<file path="config.mk">
export PLATFORM = sky130hd
export DESIGN_NAME = xor_delta_zero_rle_encoder_top
export DESIGN_NICKNAME = d
export VERILOG_FILES = /design/src/design/xdz_pkg.sv /design/src/design/xdz_front.sv /design/src/design/xdz_queue.sv /design/src/design/xdz_back.sv /design/src/design/xor_delta_zero_rle_encoder_top.sv
export SDC_FILE = /design/constraint.sdc
export NUM_CORES = 1
export LEC_CHECK = 0
export BUFFER_PORTS_ARGS = -buffer_cell sky130_fd_sc_hd__buf_2
export CAP_MARGIN = 30
export CORE_MARGIN = 4
export CORE_UTILIZATION = 50
export DETAILED_ROUTE_END_ITERATION = 10
export GPL_TIMING_DRIVEN = 1
export PLACE_DENSITY_LB_ADDON = 0.2
export SLEW_MARGIN = 30
export SYNTH_ARGS = -nofsm -noshare
export SYNTH_HDL_FRONTEND = slang
export SYNTH_HIERARCHICAL = 1
export SYNTH_SLANG_ARGS = --single-unit
</file>
<file path="constraint.sdc">
create_clock -name clk -period 2.8 [get_ports clk]
set_input_delay 0.56 -clock clk [delete_from_list [all_inputs] [get_ports clk]]
set_output_delay 0.56 -clock clk [all_outputs]
set_load 0.02 [all_outputs]
</file>
<file path="src/design/xdz_pkg.sv">
// Shared types and constants for the XOR-delta zero run-length encoder.
// No dependencies; every module of the block imports this package.
`default_nettype none

package xdz_pkg;

    localparam int CNT_W            = 14;
    localparam int MAX_IMAGE_BYTES_D = 8192;
    localparam int QDEPTH           = 2;
    localparam int QPTR_W           = $clog2(QDEPTH);

    localparam logic KIND_LITERAL = 1'b0;
    localparam logic KIND_RUN     = 1'b1;

    typedef struct packed {
        logic [7:0] cur_byte;
        logic [7:0] orig_byte;
        logic       has_orig;
        logic       end_of_image;
    } in_item_t;

    typedef struct packed {
        logic       kind;
        logic [7:0] value;
        logic       last_of_run;
    } out_item_t;

    // One flush job: the zero run ahead of a literal, and the literal itself.
    typedef struct packed {
        logic [CNT_W-1:0] run_count;
        logic [7:0]       diff;
    } q_entry_t;

    typedef struct packed {
        logic not_empty;
        logic full;
    } q_status_t;

endpackage

`default_nettype wire

</file>
<file path="src/design/xdz_front.sv">
// Front end: accepts items, forms the XOR difference and counts zero runs.
// Pushes one flush job per nonzero difference. Depends on xdz_pkg.
`default_nettype none

module xdz_front
    import xdz_pkg::*;
#(
    parameter int MAX_IMAGE_BYTES = MAX_IMAGE_BYTES_D
) (
    input  wire logic      clk,
    input  wire logic      rst_n,
    input  wire logic      in_valid,
    output logic           in_stall,
    input  wire in_item_t  in_data,
    input  wire q_status_t q_stat,
    output logic           q_push,
    output q_entry_t       q_wdata
);

    localparam logic [CNT_W-1:0] MaxCnt = CNT_W'(MAX_IMAGE_BYTES);

    logic [CNT_W-1:0] count_reg, count_next;
    logic [7:0]       diff;
    logic             accept;

    assign in_stall = q_stat.full;
    assign accept   = in_valid && !q_stat.full;
    assign diff     = in_data.has_orig ? (in_data.cur_byte ^ in_data.orig_byte)
                                       : in_data.cur_byte;
    assign q_push   = accept && (diff != 8'd0);
    assign q_wdata  = '{run_count: count_reg, diff: diff};

    always_comb
    begin
        count_next = count_reg;
        if (accept)
        begin
            if (diff != 8'd0)
                count_next = '0;
            else if (count_reg < MaxCnt)
                count_next = count_reg + CNT_W'(1);
            // drop the trailing run at the image end
            if (in_data.end_of_image)
                count_next = '0;
        end
    end

    always_ff @(posedge clk or negedge rst_n)
    begin
        if (!rst_n)
            count_reg <= '0;
        else
            count_reg <= count_next;
    end

endmodule

`default_nettype wire

</file>
<file path="src/design/xdz_queue.sv">
// Short register queue of flush jobs between front and back.
// Depends on xdz_pkg.
`default_nettype none

module xdz_queue
    import xdz_pkg::*;
(
    input  wire logic     clk,
    input  wire logic     rst_n,
    input  wire logic     push,
    input  wire q_entry_t wdata,
    input  wire logic     pop,
    output q_entry_t      rdata,
    output q_status_t     stat
);

    q_entry_t          mem_reg [QDEPTH];
    logic [QPTR_W-1:0] wptr_reg, wptr_next, rptr_reg, rptr_next;
    logic [QPTR_W:0]   fill_reg, fill_next;

    assign rdata          = mem_reg[rptr_reg];
    assign stat.not_empty = (fill_reg != '0);
    assign stat.full      = (fill_reg == (QPTR_W+1)'(QDEPTH));

    always_comb
    begin
        wptr_next = wptr_reg;
        rptr_next = rptr_reg;
        fill_next = fill_reg;
        if (push)
            wptr_next = (wptr_reg == QPTR_W'(QDEPTH-1)) ? '0 : wptr_reg + QPTR_W'(1);
        if (pop)
            rptr_next = (rptr_reg == QPTR_W'(QDEPTH-1)) ? '0 : rptr_reg + QPTR_W'(1);
        if (push && !pop)
            fill_next = fill_reg + (QPTR_W+1)'(1);
        else if (pop && !push)
            fill_next = fill_reg - (QPTR_W+1)'(1);
    end

    always_ff @(posedge clk or negedge rst_n)
    begin
        if (!rst_n)
        begin
            wptr_reg <= '0;
            rptr_reg <= '0;
            fill_reg <= '0;
        end
        else
        begin
            wptr_reg <= wptr_next;
            rptr_reg <= rptr_next;
            fill_reg <= fill_next;
        end
    end

    always_ff @(posedge clk)
    begin
        if (push)
            mem_reg[wptr_reg] <= wdata;
    end

endmodule

`default_nettype wire

</file>
<file path="src/design/xdz_back.sv">
// Back end: turns each flush job into run records of at most 256 zeros
// and a closing literal, through a registered output stage. Depends on xdz_pkg.
`default_nettype none

module xdz_back
    import xdz_pkg::*;
(
    input  wire logic      clk,
    input  wire logic      rst_n,
    input  wire q_status_t q_stat,
    input  wire q_entry_t  q_rdata,
    output logic           q_pop,
    output logic           out_valid,
    input  wire logic      out_stall,
    output out_item_t      out_data
);

    logic             busy_reg, busy_next;
    logic [CNT_W-1:0] rem_reg, rem_next;
    logic [7:0]       diff_reg, diff_next;
    logic             out_valid_reg, out_valid_next;
    out_item_t        out_data_reg, out_data_next;

    logic             out_free, work, full_rec;
    logic [CNT_W-1:0] cur_rem;
    logic [7:0]       cur_diff;

    assign out_free = !out_valid_reg || !out_stall;
    assign work     = busy_reg || q_stat.not_empty;
    // take the job straight from the queue head when idle
    assign cur_rem  = busy_reg ? rem_reg : q_rdata.run_count;
    assign cur_diff = busy_reg ? diff_reg : q_rdata.diff;
    assign full_rec = (cur_rem[CNT_W-1:8] != '0);
    assign q_pop    = out_free && !busy_reg && q_stat.not_empty;

    always_comb
    begin
        busy_next      = busy_reg;
        rem_next       = rem_reg;
        diff_next      = diff_reg;
        out_valid_next = out_valid_reg && out_stall;
        out_data_next  = out_data_reg;
        if (out_free && work)
        begin
            out_valid_next = 1'b1;
            diff_next      = cur_diff;
            if (cur_rem != '0)
            begin
                busy_next = 1'b1;
                if (full_rec)
                begin
                    out_data_next = '{kind: KIND_RUN, value: 8'hFF, last_of_run: 1'b0};
                    rem_next      = cur_rem - CNT_W'(256);
                end
                else
                begin
                    out_data_next = '{kind: KIND_RUN, value: cur_rem[7:0] - 8'd1,
                                      last_of_run: 1'b0};
                    rem_next      = '0;
                end
            end
            else
            begin
                busy_next     = 1'b0;
                out_data_next = '{kind: KIND_LITERAL, value: cur_diff, last_of_run: 1'b1};
            end
        end
    end

    always_ff @(posedge clk or negedge rst_n)
    begin
        if (!rst_n)
        begin
            busy_reg      <= 1'b0;
            out_valid_reg <= 1'b0;
        end
        else
        begin
            busy_reg      <= busy_next;
            out_valid_reg <= out_valid_next;
        end
    end

    always_ff @(posedge clk)
    begin
        rem_reg      <= rem_next;
        diff_reg     <= diff_next;
        out_data_reg <= out_data_next;
    end

    assign out_valid = out_valid_reg;
    assign out_data  = out_data_reg;

endmodule

`default_nettype wire

</file>
<file path="src/design/xor_delta_zero_rle_encoder_top.sv">
// XOR-delta zero run-length encoder, top level.
// Instantiates xdz_front, xdz_queue and xdz_back; depends on xdz_pkg.
//
// Input channel (in_valid / in_stall / in_data): one memory byte per item with
// its original byte, a has_orig flag and an end_of_image flag.
// Output channel (out_valid / out_stall / out_data): results of kind run record
// (value = zeros minus one, at most 256 zeros each) or literal (nonzero XOR
// difference, last_of_run set). Each nonzero difference yields its run records
// then its literal; a zero difference yields nothing.
// Throughput: the front takes one item per cycle while the queue has room; a
// literal after L zeros yields ceil(L/256) run records then the literal, one
// result per cycle while the receiver does not stall, set by the single output
// register. An accepted item reaches its first result via the queue write,
// then the output register. The front stalls only while the two-entry job
// queue is full. When the receiver stalls, the output register holds its item
// and the back end halts; the front keeps taking items until the queue fills.
// Reset clears the zero-run counter, the queue and the output valid.
`default_nettype none

module xor_delta_zero_rle_encoder_top
    import xdz_pkg::*;
#(
    parameter int MAX_IMAGE_BYTES = MAX_IMAGE_BYTES_D
) (
    input  wire logic     clk,
    input  wire logic     rst_n,
    input  wire logic     in_valid,
    output logic          in_stall,
    input  wire in_item_t in_data,
    output logic          out_valid,
    input  wire logic     out_stall,
    output out_item_t     out_data
);

    q_status_t q_stat;
    q_entry_t  q_wdata, q_rdata;
    logic      q_push, q_pop;

    xdz_front #(
        .MAX_IMAGE_BYTES(MAX_IMAGE_BYTES)
    ) u_front (
        .clk     (clk),
        .rst_n   (rst_n),
        .in_valid(in_valid),
        .in_stall(in_stall),
        .in_data (in_data),
        .q_stat  (q_stat),
        .q_push  (q_push),
        .q_wdata (q_wdata)
    );

    xdz_queue u_queue (
        .clk  (clk),
        .rst_n(rst_n),
        .push (q_push),
        .wdata(q_wdata),
        .pop  (q_pop),
        .rdata(q_rdata),
        .stat (q_stat)
    );

    xdz_back u_back (
        .clk      (clk),
        .rst_n    (rst_n),
        .q_stat   (q_stat),
        .q_rdata  (q_rdata),
        .q_pop    (q_pop),
        .out_valid(out_valid),
        .out_stall(out_stall),
        .out_data (out_data)
    );

endmodule

`default_nettype wire

</file>
==> flow_summary.ini <==
[status]
outcome = completed

[global_routing]
grt_pass1_vias = 3069
grt_max_degree = 23
grt_first_pass_wirelength_um = 15600
gr-usage-all-layers_pct = 17.2
grt_overflow = 0
antenna_found_initial = 0

[detailed_routing]
met3_length_um = 340
postRouteAntennaNets = 0
met1_length_um = 4450
via_count = 3120
totalWireLength_um = 9180
dr.pass1.iters = 4
post_drt_wl_per_cell_um = 16.5
drt_iter0_markers = 101
drc = 0
met2_length_um = 4260
via_per_inst = 5.62
top_layer = met4

[cells_and_area]
nets = 444
fillers = 806
utilization_pct = 57.0
largest_register_ffs = 44
drive_gt1_share_pct = 29.1
area_growth_pct = 11.2
final_common_cell = edfxtp_1
layout_common_cells = 76 x edfxtp_1, 33 x buf_2, 32 x mux2_2, 20 x dfrtp_1
multi_input_area_um2 = 2040
seqCellArea_um2 = 2780
antenna_cells = 0

[pwr]
cellPowerDensity_nw_per_um2 = 660
peakVddDrop_uv = 306
p_leak_uw = 0.00212
power_uw = 3660

[timing]
fmax_ghz = 0.381
hold_viol = 0
setup_viol = 0
maxSlewViolCount = 0
fin_crit_ns = 2.62
rsz0062_at_grt = false
layout_setup_ws_ns = 0.179
worstMarginPinSlew_ns = 0.782
fin_skew_ns = 0.0119
slew_headroom_pct = 47.8
fin_crit_sh_pct = 93.6
finalSetupTns_ns = 0

[run]
drv_cap = 0

[setup_path]
critPathRequiredTime_ns = 2.89
path_max_fanout = 21
worst_setup_path_start_kind = flop
rrSetupSlack_ns = 0.18
critPathArrivalTime_ns = 2.71
cp-startpoint = u_queue/rptr_reg
r2r-start = u_queue/rptr_reg
r2r.worst_path.cells = 6
reg2reg_to = u_back/out_data[6]
crit_path_end_kind = flop
path_class = flop to flop

[hold_path]
hold_path.class = input port to async pin

[logic_synthesis]
postSynth.asyncResetShare_pct = 20.8
synth_warnings = 6
post_synth.cell_area_avg_um2 = 13.4
synthFlopType = edfxtp_1
netlist_area_um2 = 4990
synthCells = 373
synth_edf_count = 76
ys_types = 64
synth-seq-area-share_pct = 55.8
ys_ff_latch = 96
syn-num-nets = 400

[place]
post-place-ws_ns = 0.168
gp_congestion = 0.819
io_buffers = 33
dp_hpwl_um = 6660

[cts]
cts_tree = yes
clockBufferDepth = 2
htreeDepth = 3
postCtsSetupRepairBufs = 0
cts_buffers = 9
clk_latency_ns = 0.34
root_buffer = clkbuf_8
postCtsHoldBufs = 0
clock_sinks = 96
cts_resized = 0
clkTransAtPathRegs_ns = 0.10

[die]
io_pins = 34
die_width_um = 108
die_h_um = 108
rows = 36
die_area_um2 = 11600
core-area_um2 = 9730
initial_core_util_pct = 51.3
## how the worst max path moves through the flow
stage	endpoint
2_1_floorplan	u_back/rem_reg[0]
3_3_place_gp	u_back/rem_reg[10]
3_5_place_dp	u_back/out_data[6]
4_1_cts	u_back/out_data[6]
5_1_grt	u_back/out_data[6]
6_report	u_back/out_data[6]
## worst max-delay path, cell delays in order (launching register included)
cell,delay (ns)
dfrtp_1,0.58
mux2_2,0.42
or3_1,0.42
a221oi_4,0.33
buf_4,0.29
a21boi_1,0.20
a32oi_1,0.13
## routing by layer
metal	vias up	track usage (%)
met5	-	0
met4	0	5.41
met3	8	3.42
met2	67	26.7
met1	1518	24.3
li1	1527	-
## metrics by stage
step / hold slack (ns) / instances / area (µm²)
after global placement: 0.470 / 539 / 5330
after CTS: 0.166 / 555 / 5550
after global routing: 0.179 / 555 / 5550
after floorplan: 0.264 / 373 / 4990
final: 0.166 / 555 / 5550
after detailed placement: 0.470 / 539 / 5330
## cells by family (layout without fill, tap and decap cells)
| kind of cell | Yosys count | count (layout) | share of synthesized area, % |
|---|---|---|---|
| fa+ha+maj | 5 | 5 | 1.25 |
| compound gates | 67 | 67 | 12.1 |
| simple gates | 114 | 114 | 13.7 |
| xor+xnor | 21 | 21 | 3.69 |
| flops | 96 | 96 | 55.8 |
| mux | 46 | 46 | 10.0 |
| buf+inv | 24 | 73 | 3.46 |
## synth_stat cells, types with 2 or more instances
library cell | n | area, µm²
o22ai_1 | 4 | 25.0
mux2_2 | 32 | 360
nand4b_1 | 3 | 26.3
buf_6 | 9 | 101
a22o_1 | 8 | 70.1
a21oi_1 | 5 | 25.0
or3_1 | 3 | 18.8
nand2b_1 | 2 | 12.5
or3b_1 | 2 | 17.5
buf_4 | 4 | 30.0
ha_1 | 5 | 62.6
and3b_1 | 2 | 17.5
xnor2_1 | 12 | 105
nand4_1 | 4 | 25.0
and3_1 | 3 | 18.8
nor2b_1 | 8 | 50.1
o21ai_0 | 8 | 40.0
mux2i_1 | 14 | 140
a2111oi_0 | 2 | 17.5
inv_1 | 7 | 26.3
nor2_1 | 18 | 67.6
o22ai_2 | 2 | 25.0
clkbuf_1 | 3 | 11.3
edfxtp_1 | 76 | 2280
nor4_1 | 2 | 12.5
nor3_1 | 18 | 90.1
or4_1 | 2 | 15.0
a21o_1 | 5 | 37.5
nand3_1 | 10 | 50.1
o21a_1 | 8 | 60.1
dfrtp_1 | 20 | 500
nor3b_1 | 3 | 22.5
and2_1 | 2 | 12.5
nor3_2 | 5 | 50.1
o41ai_2 | 6 | 97.6
nand2_1 | 17 | 63.8
o22a_1 | 4 | 35.0
xor2_1 | 9 | 78.8
## power breakdown
part | internal, µW | leakage (µW) | switching (µW) | total, µW
combinational | 377 | 0.00105 | 448 | 825
clock | 509 | 0.000107 | 465 | 973
sequential | 1770 | 0.000971 | 90.3 | 1860
## cell type report
cell class              count  area share [%]
multi-input cells         253            36.8
repair buffers             49            5.59
clock inverters             6            1.62
clock buffers              10            2.30
flip-flops and latches     96            50.2
well taps                 133            3.00
inverters                   8           0.541
Power figures use the tool's default switching activity.
